`src/hw/rtl/sld_pkg.sv`:
```
// Shared types and constants for the sync-word length-prefixed deframer.
package sld_pkg;

   localparam int unsigned BYTE_W   = 8;
   localparam int unsigned LENGTH_W = 16;

   localparam logic [LENGTH_W-1:0] MAX_PAYLOAD_RESET = 16'hFFFF;

   localparam logic [BYTE_W-1:0] SYNC_0 = 8'hEF;
   localparam logic [BYTE_W-1:0] SYNC_1 = 8'hBE;
   localparam logic [BYTE_W-1:0] SYNC_2 = 8'hEB;
   localparam logic [BYTE_W-1:0] SYNC_3 = 8'hFE;

   typedef enum logic [7:0] {
      PH_HUNT0   = 8'b0000_0001,
      PH_HUNT1   = 8'b0000_0010,
      PH_HUNT2   = 8'b0000_0100,
      PH_HUNT3   = 8'b0000_1000,
      PH_CHANNEL = 8'b0001_0000,
      PH_LEN_HI  = 8'b0010_0000,
      PH_LEN_LO  = 8'b0100_0000,
      PH_PAYLOAD = 8'b1000_0000
   } phase_type;

   typedef struct packed {
      logic [BYTE_W-1:0]   frame_channel;
      logic [LENGTH_W-1:0] frame_length;
      logic [BYTE_W-1:0]   payload_byte;
      logic                is_empty;
      logic                is_last;
   } result_type;

endpackage

```
`src/hw/rtl/sync_length_deframer_core.sv`:
```
// Top level of the sync-word length-prefixed deframer with result register.
//
//   channel  direction  ports
//   req      in         req_valid, req_ready, req_rx_byte
//   rsp      out        rsp_valid, rsp_ready, rsp_frame_channel .. rsp_is_last
//   csr      in         csr_valid, csr_ready, csr_max_payload
//
// One word per cycle; a result appears in the cycle after its word is taken,
// from the single result register. req_ready drops only while a result is
// held and rsp_ready is low, and during reset. Reset (synchronous) returns to
// sync hunt and sets max_payload to 65535. csr_ready is high outside reset.
module sync_length_deframer_core (
   input  logic                            clock,
   input  logic                            reset,
   input  logic                            req_valid,
   output logic                            req_ready,
   input  logic [sld_pkg::BYTE_W-1:0]      req_rx_byte,
   output logic                            rsp_valid,
   input  logic                            rsp_ready,
   output logic [sld_pkg::BYTE_W-1:0]      rsp_frame_channel,
   output logic [sld_pkg::LENGTH_W-1:0]    rsp_frame_length,
   output logic [sld_pkg::BYTE_W-1:0]      rsp_payload_byte,
   output logic                            rsp_is_empty,
   output logic                            rsp_is_last,
   input  logic                            csr_valid,
   output logic                            csr_ready,
   input  logic [sld_pkg::LENGTH_W-1:0]    csr_max_payload
);

   logic [sld_pkg::LENGTH_W-1:0] max_payload_ff;
   logic                         rsp_valid_ff, rsp_valid_in;
   sld_pkg::result_type          rsp_ff;
   sld_pkg::result_type          res;
   logic                         res_valid;
   logic                         step;

   assign csr_ready = !reset;
   assign req_ready = !reset && (!rsp_valid_ff || rsp_ready);
   assign step      = req_valid && req_ready;

   sld_parser u_parser (
      .clock       (clock),
      .reset       (reset),
      .step        (step),
      .rx_byte     (req_rx_byte),
      .max_payload (max_payload_ff),
      .res_valid   (res_valid),
      .res         (res)
   );

   always_comb begin
      rsp_valid_in = rsp_valid_ff;
      if (res_valid) begin
         rsp_valid_in = 1'b1;
      end else if (rsp_ready) begin
         rsp_valid_in = 1'b0;
      end
   end

   always_ff @(posedge clock) begin
      if (reset) begin
         max_payload_ff <= sld_pkg::MAX_PAYLOAD_RESET;
         rsp_valid_ff   <= 1'b0;
      end else begin
         rsp_valid_ff <= rsp_valid_in;
         if (csr_valid) begin
            max_payload_ff <= csr_max_payload;
         end
      end
   end

   always_ff @(posedge clock) begin
      if (res_valid) begin
         rsp_ff <= res;
      end
   end

   assign rsp_valid         = rsp_valid_ff;
   assign rsp_frame_channel = rsp_ff.frame_channel;
   assign rsp_frame_length  = rsp_ff.frame_length;
   assign rsp_payload_byte  = rsp_ff.payload_byte;
   assign rsp_is_empty      = rsp_ff.is_empty;
   assign rsp_is_last       = rsp_ff.is_last;

endmodule

```
`src/hw/rtl/sld_parser.sv`:
```
// Frame parser: sync hunt, header capture and payload counting, one word per step.
module sld_parser (
   input  logic                            clock,
   input  logic                            reset,
   input  logic                            step,
   input  logic [sld_pkg::BYTE_W-1:0]      rx_byte,
   input  logic [sld_pkg::LENGTH_W-1:0]    max_payload,
   output logic                            res_valid,
   output sld_pkg::result_type             res
);

   sld_pkg::phase_type               phase_ff, phase_in;
   logic [sld_pkg::BYTE_W-1:0]       held_channel_ff, held_channel_in;
   logic [sld_pkg::LENGTH_W-1:0]     held_length_ff, held_length_in;
   logic [sld_pkg::LENGTH_W-1:0]     bytes_left_ff, bytes_left_in;
   logic [sld_pkg::LENGTH_W-1:0]     length_full;

   assign length_full = {held_length_ff[15:8], rx_byte};

   always_comb begin
      phase_in        = phase_ff;
      held_channel_in = held_channel_ff;
      held_length_in  = held_length_ff;
      bytes_left_in   = bytes_left_ff;
      res_valid       = 1'b0;
      res.frame_channel = held_channel_ff;
      res.frame_length  = held_length_ff;
      res.payload_byte  = rx_byte;
      res.is_empty      = 1'b0;
      res.is_last       = 1'b0;
      unique case (phase_ff)
         sld_pkg::PH_HUNT0: begin
            phase_in = (rx_byte == sld_pkg::SYNC_0) ? sld_pkg::PH_HUNT1 : sld_pkg::PH_HUNT0;
         end
         sld_pkg::PH_HUNT1: begin
            phase_in = (rx_byte == sld_pkg::SYNC_1) ? sld_pkg::PH_HUNT2 : sld_pkg::PH_HUNT0;
         end
         sld_pkg::PH_HUNT2: begin
            phase_in = (rx_byte == sld_pkg::SYNC_2) ? sld_pkg::PH_HUNT3 : sld_pkg::PH_HUNT0;
         end
         sld_pkg::PH_HUNT3: begin
            phase_in = (rx_byte == sld_pkg::SYNC_3) ? sld_pkg::PH_CHANNEL : sld_pkg::PH_HUNT0;
         end
         sld_pkg::PH_CHANNEL: begin
            held_channel_in = rx_byte;
            phase_in        = sld_pkg::PH_LEN_HI;
         end
         sld_pkg::PH_LEN_HI: begin
            held_length_in = {rx_byte, 8'h00};
            phase_in       = sld_pkg::PH_LEN_LO;
         end
         sld_pkg::PH_LEN_LO: begin
            held_length_in   = length_full;
            res.frame_length = length_full;
            if (length_full > max_payload) begin
               phase_in = sld_pkg::PH_HUNT0;
            end else if (length_full == '0) begin
               phase_in         = sld_pkg::PH_HUNT0;
               res_valid        = 1'b1;
               res.payload_byte = '0;
               res.is_empty     = 1'b1;
               res.is_last      = 1'b1;
            end else begin
               bytes_left_in = length_full;
               phase_in      = sld_pkg::PH_PAYLOAD;
            end
         end
         sld_pkg::PH_PAYLOAD: begin
            res_valid = 1'b1;
            if (bytes_left_ff != '0) begin
               bytes_left_in = bytes_left_ff - 16'd1;
            end
            if (bytes_left_ff <= 16'd1) begin
               res.is_last = 1'b1;
               phase_in    = sld_pkg::PH_HUNT0;
            end
         end
         default: begin
            phase_in = sld_pkg::PH_HUNT0;
         end
      endcase
      if (!step) begin
         res_valid = 1'b0;
      end
   end

   always_ff @(posedge clock) begin
      if (reset) begin
         phase_ff        <= sld_pkg::PH_HUNT0;
         held_channel_ff <= '0;
         held_length_ff  <= '0;
         bytes_left_ff   <= '0;
      end else if (step) begin
         phase_ff        <= phase_in;
         held_channel_ff <= held_channel_in;
         held_length_ff  <= held_length_in;
         bytes_left_ff   <= bytes_left_in;
      end
   end

endmodule
```
`config.mk`:
```
export PLATFORM = sky130hd
export DESIGN_NAME = sync_length_deframer_core
export DESIGN_NICKNAME = d
export VERILOG_FILES = /design/src/hw/rtl/sld_pkg.sv /design/src/hw/rtl/sync_length_deframer_core.sv /design/src/hw/rtl/sld_parser.sv
export SDC_FILE = /design/constraint.sdc
export NUM_CORES = 1
export LEC_CHECK = 0
export BUFFER_PORTS_ARGS = -buffer_cell sky130_fd_sc_hd__buf_2
export CELL_PAD_IN_SITES_DETAIL_PLACEMENT = 0
export CELL_PAD_IN_SITES_GLOBAL_PLACEMENT = 1
export CORE_MARGIN = 2
export CORE_UTILIZATION = 30
export CTS_BUF_LIST = sky130_fd_sc_hd__clkbuf_16
export CTS_CLUSTER_DIAMETER = 30
export DETAILED_ROUTE_END_ITERATION = 8
export PLACE_DENSITY_LB_ADDON = 0.1
export RECOVER_POWER = 50
export REMOVE_ABC_BUFFERS = 1
export SETUP_SLACK_MARGIN = 0.4
export SYNTH_ARGS = -nofsm -noshare
export SYNTH_HDL_FRONTEND = slang
export SYNTH_SLANG_ARGS = --single-unit
```
`constraint.sdc`:
```
create_clock -name clock -period 3.6 [get_ports clock]
set_clock_uncertainty 0.15 [all_clocks]
set_input_delay 0.36 -clock clock [delete_from_list [all_inputs] [get_ports clock]]
set_output_delay 0.36 -clock clock [all_outputs]
set_load 0.03 [all_outputs]
```
; ---- Yosys cells after proc, flatten, opt, wreduce, memory -nomap -nowiden
; Cells that the tools add are included.
[classes]
eq_ne = 16
n_lt_le_gt_ge = 2
mux = 24
n_addsub = 1
reduce_logical = 16
n_bitwise = 1
[op_table]
columns = operator, count
row1 = $pmux 16 s2, 2
row2 = $pmux 8 s8, 1
row3 = $mux 16, 3
row4 = $eq 8x8->1 const B, 5
row5 = $mux 8, 3
row6 = $mux 10, 2
row7 = $mux 17, 1
row8 = $gt 16x16->1, 1
row9 = $le 16x1->1 const B, 1
row10 = $logic_not 16->1, 1
row11 = $reduce_bool 16->1, 1
row12 = $sub 16x1->16 const B, 1
row13 = $eq 8x1->1 const B, 1
row14 = $eq 8x2->1 const B, 1
row15 = $eq 8x3->1 const B, 1
row16 = $eq 8x4->1 const B, 1
row17 = $eq 8x5->1 const B, 1
row18 = $eq 8x6->1 const B, 1
row19 = $eq 8x7->1 const B, 1
row20 = $mux 1, 6
row21 = $reduce_and 2->1, 3
row22 = $reduce_bool 2->1, 3
row23 = $mux 5, 1
row24 = $reduce_and 5->1, 1
row25 = other kinds (12), 17
[word_totals]
output_inout_bits = 37
wordCells = 72
in_bits = 29
ff_bits = 99

; ---- Depth between registers and ports, before layout
; Gate-level depths: netlist of run 1.
[logic_depth]
word_depth = 6
depth_mapped = 12
mapped_depth_nobuf = 11

; ---- Hierarchy
; A second synthesis of run 1 with hierarchy kept.
[unflattened]
cells_unflattened = 489
hier_area_um2 = 4773.3
[by_module_without_submodules]
columns = module, area_each_um2, cells_each, instances, seq_area_each_um2
row1 = sld_parser, 3126.7, 398, 1, 960.9
row2 = sync_length_deframer_core, 1646.6, 91, 1, 1361.3

; ---- Worst setup path after synthesis of run 1
; Ideal clock, no wire load.
[synth_timing]
path_kind = register -> register
start = reg max_payload_ff[15] (netlist name)
end = reg rsp_ff, in the netlist rsp_frame_channel[0] (enable)
required_time_ns = 3.014
slack_ns = -0.203
synth_period_minus_slack_ns = 3.803
stages_incl_launch_ff = 10
n_path_buf = 0
setup_ns = 0.436
arrival_ns = 3.217
path_cell_list = dfxtp_1 > inv_1 > ha_1 > nand4_1 > nor4_1 > and2_1 > a31oi_1 > nor2_1 > nand2_1 > a21oi_1
[synth_between]
elab_chain_cells = 4
[synth_lines]
columns = element, line_no
row1 = from (decl), sync_length_deframer_core.sv:30  ; logic [sld_pkg::LENGTH_W-1:0] max_payload_ff;
row2 = from (signal assigned), sync_length_deframer_core.sv:62  ; max_payload_ff <= sld_pkg::MAX_PAYLOAD_RESET;
row3 = from (signal assigned), sync_length_deframer_core.sv:67  ; max_payload_ff <= csr_max_payload;
row4 = $gt 16x16->1, sld_parser.sv:55  ; if (length_full > max_payload) begin
row5 = $mux 1, sld_parser.sv:55
row6 = $pmux 1 s2, sld_parser.sv:31  ; unique case (phase_ff)
row7 = $mux 1, sld_parser.sv:82  ; if (!step) begin
row8 = net res_valid, sync_length_deframer_core.sv:34  ; logic res_valid;
row9 = to (signal assigned), sync_length_deframer_core.sv:74  ; rsp_ff <= res;
row10 = to (decl), sync_length_deframer_core.sv:32  ; sld_pkg::result_type rsp_ff;
; The timed path passes the listed nets, and every way through them passes these cells.
; A chain may end at the register's enable or synchronous reset.

; ---- Final worst setup path of run 1
[layout_timing]
start = reg u_parser.phase_ff[0]
end = reg u_parser.bytes_left_ff[0] (netlist name)
[layout_between]
elab_chain_cells = 3
elab_cells_between_ends = 8
cone_classes = 5 x eq/ne / 1 x mux / 2 x reduce/logical
[layout_lines]
columns = element, line_no
row1 = from (decl), sld_parser.sv:12  ; sld_pkg::phase_type phase_ff, phase_in;
row2 = from (signal assigned), sld_parser.sv:89  ; phase_ff <= sld_pkg::PH_HUNT0;
row3 = from (signal assigned), sld_parser.sv:94  ; phase_ff <= phase_in;
row4 = $eq 8x7->1 or $eq 8x8->1 (tied branches), sld_parser.sv:31
row5 = $ne 2x2->1 (no line) (tied with other cells), --
row6 = $reduce_and 5->1 (no line), --
row7 = to (signal assigned), sld_parser.sv:97  ; bytes_left_ff <= bytes_left_in;
row8 = to (decl), sld_parser.sv:15  ; logic [sld_pkg::LENGTH_W-1:0] bytes_left_ff, bytes_left_in;
; Several ways; a longest one is shown, not always the timed one.

==> metrics.yaml, run 1 <==
run_status:
  outcome: "completed"
power_and_ir_drop:
  ir_drop_uv: 213.9
  total_power_mw: 2.162
  power.leakage_nw: 2.190
  power_density_mw_per_mm2: 398.5
cts:
  cts.sinks: 99
  cts_resized: 0
  clockBufferDepth: 2
  hold_buffers: 0
  cts_root_buf: "clkbuf_16"
  path_clk_slew_ps: 70
  cts_buffers: 9
  htree_levels: 3
  post-cts-setup-buffers: 0
  cts_tree: "built"
  worstSkewPairLatency_ps: 350
placed_design:
  place_hpwl_um: 8957
  post-place-cells: 751
  routabilityCongestion: 0.7869
  placed_area_sq_mm: 0.005251
  post-place-ws_ps: 712.8
  port_buffers: 65
cells_and_area:
  fin_nets: 598
  nFillCells: 1618
  drive_above_1_share_pct: 10.07
  design_area_sq_mm: 0.005426
  fin_cells: 767
  syn2layout_area_growth_pct: 15.01
  diodes: 0
  fin_util_pct: 35.56
routing:
  num_vias: 3663
  routed.top_layer: "met4"
  wl_per_cell_um: 16.69
  antenna_left: 0
  drtPass1Iterations: 4
  drc: 0
  wl_um: 12800
  wl_met3_um: 395
  met2_length_um: 5752
  drt_iter0_markers: 201
  viasPerCell: 4.776
  met1Wirelength_um: 6462
worst_setup_path:
  worstSetupStartpoint: "u_parser.phase_ff[0]"
  critPathCapture: "u_parser.bytes_left_ff[0]"
  worst-path-max-fanout: 23
  rrSetupSlack_ps: 630
  crit_type: "register to register"
  start_kind: "register"
  required_ps: 3660
  cp.arrival_ps: 3030
  reg2reg_to: "u_parser.bytes_left_ff[0]"
  r2r_start: "u_parser.phase_ff[0]"
  reg2reg_depth: 9
  crit_path_end_kind: "register"
synth:
  synthCells: 501
  yosys_register_bits: 99
  synth_top_area_cell: "dfxtp_1"
  synthArstFlopShare_pct: 0
  ys.flop_type: "dfxtp_1"
  synthDistinctLibCells: 48
  avgSynthCellArea_sq_um: 9.418
  yosysMostFrequentCell: "nand2_1"
  ys_top_cells_by_count: "nand2_1 (72), dfxtp_1 (65), nor2_1 (53)"
  synth_edf_count: 34
  syn_area_sq_mm: 0.004718
  yosysWarningCount: 0
  ys_top_cells_by_area: "dfxtp_1 (28%), edfxtp_1 (22%), mux2i_1 (5.7%)"
  synth_top_area_share_pct: 27.58
  seq_area_frac_synth_pct: 49.22
grt:
  grt_usage_pct: 16.09
  grt_pass1_vias: 3492
  grt_overflow: 0
  grt_pass1_wl_um: 20190
  antenna_found_initial: 0
  grt_max_degree: 46
sta:
  rsz0062_at_grt: "no"
  setup_slack_ps: 630.9
  fin_tns_setup_ps: 0
  setup_viol: 0
  finalMaxSlewViolations: 0
  finalHoldViolCount: 0
  holdWs_ps: 77.95
  tightest_slew_ps: 1071
  min_period_ps: 2969
  fin_crit_sh_pct: 82.47
  maxSlewHeadroom_pct: 28.57
  fmax_ghz: 0.3368
floorplanning:
  coreArea_sq_mm: 0.01526
  start_util_pct: 30.92
  die_x_um: 129.4
  fp.dieH_um: 129.4
  rows: 45
  io_pins: 66
  die_area_sq_mm: 0.01675
hold_path:
  hold_path.class: "input pin to register"
flow_run:
  cap_violations: 0
==> kinds of logic after synthesis <==
logic type	share of synthesized area [%]
XOR/XNOR	2.784
AO/OA/AOI/OAI	11.56
AND/OR/NAND/NOR	20.45
flip-flops	49.22
multiplexers	5.728
buffers and inverters	5.489
adder cells (fa/ha/maj)	4.773
==> worst min path at each step <==
stage / cells past startpoint / startpoint / end / slack, ps
floorplan: 0 / u_parser.held_channel_ff[0] / rsp_frame_channel[0] / 260
global placement: 0 / u_parser.held_channel_ff[1] / rsp_frame_channel[1] / 270
detailed placement: 0 / u_parser.held_channel_ff[1] / rsp_frame_channel[1] / 260
CTS: 3 / csr_max_payload[9] / max_payload_ff[9] / 70
global route: 3 / csr_max_payload[0] / max_payload_ff[0] / 80
finish: 3 / csr_max_payload[2] / max_payload_ff[2] / 80
==> sequential cells by signal, summed over array words and instances, names as in the netlist <==
signal,flops
rsp_valid,1
rsp_payload_byte,8
max_payload_ff,16
u_parser.phase_ff,8
u_parser.held_length_ff,16
u_parser.held_channel_ff,8
rsp_frame_channel,8
rsp_is_last,1
u_parser.bytes_left_ff,16
rsp_frame_length,16
rsp_is_empty,1
==> report_power, final <==
| part | switching, mW | internal [mW] |
|---|---|---|
| registers | 0.00326 | 1.16 |
| logic | 0.0833 | 0.0382 |
| clock network | 0.415 | 0.461 |
==> area by class of cell <==
| cell class | count | area (sq um) | area share, % |
|---|---|---|---|
| sequential | 99 | 2322 | 42.79 |
| clock inverter | 7 | 37.54 | 0.6917 |
| timing repair buffer | 80 | 365.4 | 6.733 |
| clock buffer | 9 | 225.2 | 4.150 |
| tap | 211 | 264.0 | 4.865 |
| multi-input combinational | 340 | 2133 | 39.31 |
| inverter | 21 | 78.83 | 1.453 |
==> routing by layer <==
metal,vias up,global-route usage (%)
met4,0,5.503
li1,1862,-
met2,62,24.98
met5,-,0
met1,1725,22.87
met3,14,2.519
==> layout by cell type (no fill, tap or decap), types with 8 or more instances in the layout <==
| cell | count |
|---|---|
| o21ai_0 | 18 |
| a22oi_1 | 8 |
| dfxtp_1 | 65 |
| clkbuf_1 | 47 |
| inv_1 | 24 |
| nand3_1 | 13 |
| nor3_1 | 10 |
| nor2_1 | 53 |
| nor4_1 | 11 |
| buf_2 | 25 |
| o211ai_1 | 21 |
| mux2i_1 | 27 |
| a21oi_1 | 21 |
| nand2_1 | 72 |
| clkbuf_16 | 9 |
| edfxtp_1 | 34 |
| xor2_1 | 11 |
| ha_1 | 18 |
==> worst max-delay path, stage by stage (launching register included) <==
cell and delay [ps]:
dfxtp_1 380, nor4_1 770, nand4b_2 160, buf_4 230
a41oi_1 240, o21ai_1 130, a21oi_2 130, buf_4 330
mux2i_1 230, a21oi_1 70
No activity file was read; power rests on OpenSTA's default activity.
==> inputs of run 2 (changes only) <==
--- a/config.mk
+++ b/config.mk
@@ -5,6 +5,7 @@
 export SDC_FILE = /design/constraint.sdc
 export NUM_CORES = 1
 export LEC_CHECK = 0
+export ABC_AREA = 1
 export BUFFER_PORTS_ARGS = -buffer_cell sky130_fd_sc_hd__buf_2
 export CELL_PAD_IN_SITES_DETAIL_PLACEMENT = 0
 export CELL_PAD_IN_SITES_GLOBAL_PLACEMENT = 1
==> constraint.sdc (replaced) <==
create_clock -name clock -period 2.47 [get_ports clock]
set_clock_uncertainty 0.15 [all_clocks]
set_input_delay 0.247 -clock clock [delete_from_list [all_inputs] [get_ports clock]]
set_output_delay 0.247 -clock clock [all_outputs]
set_load 0.03 [all_outputs]
==> run 2 against run 1 <==
  * Design area rose by 16%
  * Synthesized cell count is 19% higher
  * Critical endpoint is now rsp_is_empty
  * Worst setup slack lost 520 ps
  * Highest routed layer unchanged
  * Wire length is 9.1% higher
  * Die area up 1.1%
  * Utilization up 4.3 points
  * Flip-flop and latch count stayed put
  * Clock power up 73%
  * Maximum frequency increased by 26%
==> metrics.yaml, run 2 <==
power_and_ir_drop:
  total_power_mw: 3.547
  ir_drop_uv: 297.5
  power.leakage_nw: 2.715
  power_density_mw_per_mm2: 565.8
routing:
  drt_iter0_markers: 260
  met2_length_um: 6557
  num_vias: 4287
  met1Wirelength_um: 6603
  drtPass1Iterations: 7
  routed.top_layer: "met4"
  antenna_left: 0
  drc: 0
  viasPerCell: 4.600
  wl_met3_um: 508
  wl_um: 13970
  wl_per_cell_um: 14.99
cells_and_area:
  fin_util_pct: 39.89
  diodes: 0
  layout_common_cells: "nand2_1 (94), inv_1 (74), dfxtp_1 (62), nor2_1 (61), clkbuf_1 (51)"
  nFillCells: 1644
  final_common_cell: "nand2_1"
  syn2layout_area_growth_pct: 31.36
  fin_nets: 758
  drive_above_1_share_pct: 18.72
cts:
  path_clk_slew_ps: 70
  worstSkewPairLatency_ps: 350
  cts_tree: "built"
  cts_root_buf: "clkbuf_16"
  htree_levels: 3
  clockBufferDepth: 2
  cts_buffers: 9
  cts.sinks: 99
floorplanning:
  rows: 46
  coreArea_sq_mm: 0.01571
  fp.dieH_um: 130.1
  io_pins: 66
  start_util_pct: 30.37
  die_area_sq_mm: 0.01693
  die_x_um: 130.1
synth:
  seq_area_frac_synth_pct: 48.66
  synth_edf_count: 34
  yosysMostFrequentCell: "nand2_1"
  syn_area_sq_mm: 0.004772
  avgSynthCellArea_sq_um: 7.993
  synth_top_area_share_pct: 27.27
  yosys_register_bits: 99
  synthArstFlopShare_pct: 0
  yosysWarningCount: 0
  synth_top_area_cell: "dfxtp_1"
  ys_top_cells_by_area: "dfxtp_1 (27%), edfxtp_1 (21%), nand2_1 (8.2%)"
  synthDistinctLibCells: 30
  ys_top_cells_by_count: "nand2_1 (104), inv_1 (78), dfxtp_1 (65)"
  ys.flop_type: "dfxtp_1"
  synthCells: 597
worst_setup_path:
  rrSetupSlack_ps: 110
  worst-path-max-fanout: 4
  reg2reg_to: "rsp_is_empty"
  reg2reg_depth: 12
  required_ps: 2530
  r2r_start: "u_parser.held_length_ff[8]"
  cp.arrival_ps: 2420
  crit_path_end_kind: "register"
  start_kind: "register"
  crit_type: "register to register"
sta:
  fin_crit_sh_pct: 95.38
  fmax_ghz: 0.4245
  tightest_slew_ps: 548.2
  setup_viol: 0
  finalMaxSlewViolations: 0
  holdWs_ps: 19.76
  min_period_ps: 2356
  rsz0062_at_grt: "yes"
  finalHoldViolCount: 0
  fin_tns_setup_ps: 0
  maxSlewHeadroom_pct: 63.45
grt:
  grt_usage_pct: 17.39
  grt_pass1_wl_um: 21990
  antenna_found_initial: 0
  grt_pass1_vias: 4075
  grt_overflow: 0
  grt_max_degree: 33
hold_path:
  hold_depth: 4
  worstHoldStart: "rsp_ready"
  hold_path.class: "input pin to register"
  min_to: "rsp_valid"
flow_run:
  cap_violations: 0
placed_design:
  place_hpwl_um: 9942
  routabilityCongestion: 0.8249
  port_buffers: 65
run_status:
  outcome: "completed"
==> run 2: changes by cell type after synthesis, moves of 9 or more <==
cell / before / now
o21ai_0: 18 / 53
clkbuf_1: 30 / 21
a21oi_1: 22 / 51
o211ai_1: 21 / 0
inv_1: 21 / 78
nor2_1: 53 / 63
nand2_1: 72 / 104
nor4_1: 10 / 0
mux2i_1: 27 / 0
nand4_1: 4 / 14
nand3_1: 13 / 33
==> run 2: metrics by stage <==
stage | worst slack, ps | instance area (sq um) | cells
CTS | 165.0 | 6222 | 928
global placement | 80.10 | 5503 | 882
finish | 114.1 | 6269 | 932
detailed placement | 39.87 | 5503 | 882
floorplan | -402.2 | 4634 | 568
global route | -16.72 | 6269 | 932
==> run 2: cells by family after synthesis <==
logic type | share of synthesized area [%]
adders and majority gates | 4.720
buffers and inverters | 9.439
xor gates and xnor gates | 0.5507
DFF | 48.66
AOI/OAI and AO/OA | 15.15
and+or+nand+nor | 21.47
==> run 2: metal layers <==
metal / up-vias / global-route usage (%)
li1: 2209 / -
met1: 1978 / 23.06
met2: 83 / 28.92
met3: 17 / 2.419
met4: 0 / 6.452
met5: - / 0
==> run 2: power breakdown <==
part | internal (mW) | switching, mW | leakage (nW)
logic | 0.118 | 0.196 | 1.74
clock network | 0.885 | 0.632 | 0.155
registers | 1.70 | 0.0118 | 0.821
==> run 2: area by class of cell <==
class | count | area [sq um] | share of cell area (%)
Timing Repair Buffer | 132 | 884.6 | 14.11
Multi-Input combinational cell | 387 | 2157 | 34.41
Clock buffer | 9 | 225.2 | 3.593
Inverter | 82 | 315.3 | 5.030
Clock inverter | 7 | 90.09 | 1.437
Tap cell | 216 | 270.3 | 4.311
Sequential cell | 99 | 2326 | 37.11
==> run 2: worst max-delay path by stage <==
stage | endpoint | slack (ps) | cells after the start | startpoint
final | rsp_is_empty | 110 | 12 | u_parser.held_length_ff[8]
after global routing | rsp_payload_byte[0] | -20 | 14 | max_payload_ff[11]
after CTS | rsp_frame_length[7] | 170 | 14 | max_payload_ff[9]
after detailed placement | rsp_frame_channel[3] | 40 | 12 | max_payload_ff[11]
after global placement | rsp_frame_channel[3] | 80 | 12 | max_payload_ff[11]
after floorplan | rsp_frame_channel[0] | -400 | 5 | rsp_valid
==> run 2: worst max-delay path: stages (launching register included) <==
cell and delay (ps):
dfxtp_1 330, clkbuf_1 200, nor2_1 130, nand3_1 70, or2_2 310, nor3_2 200
nand3_2 120, buf_4 150, buf_4 120, buf_4 120, buf_4 120, buf_4 140
inv_1 80
==> run 2: timing repair <==
| item | in CTS | in global routing |
|---|---|---|
| setup buffers | 12 | 4 |
| gates resized for setup | 21 | 31 |
| pin swaps | 8 | 6 |
| endpoints found under the setup margin | 51 | 62 |
| hold buffers | 16 | 0 |
| cloned | 2 | 0 |
| hold endpoints to repair | 16 | 0 |
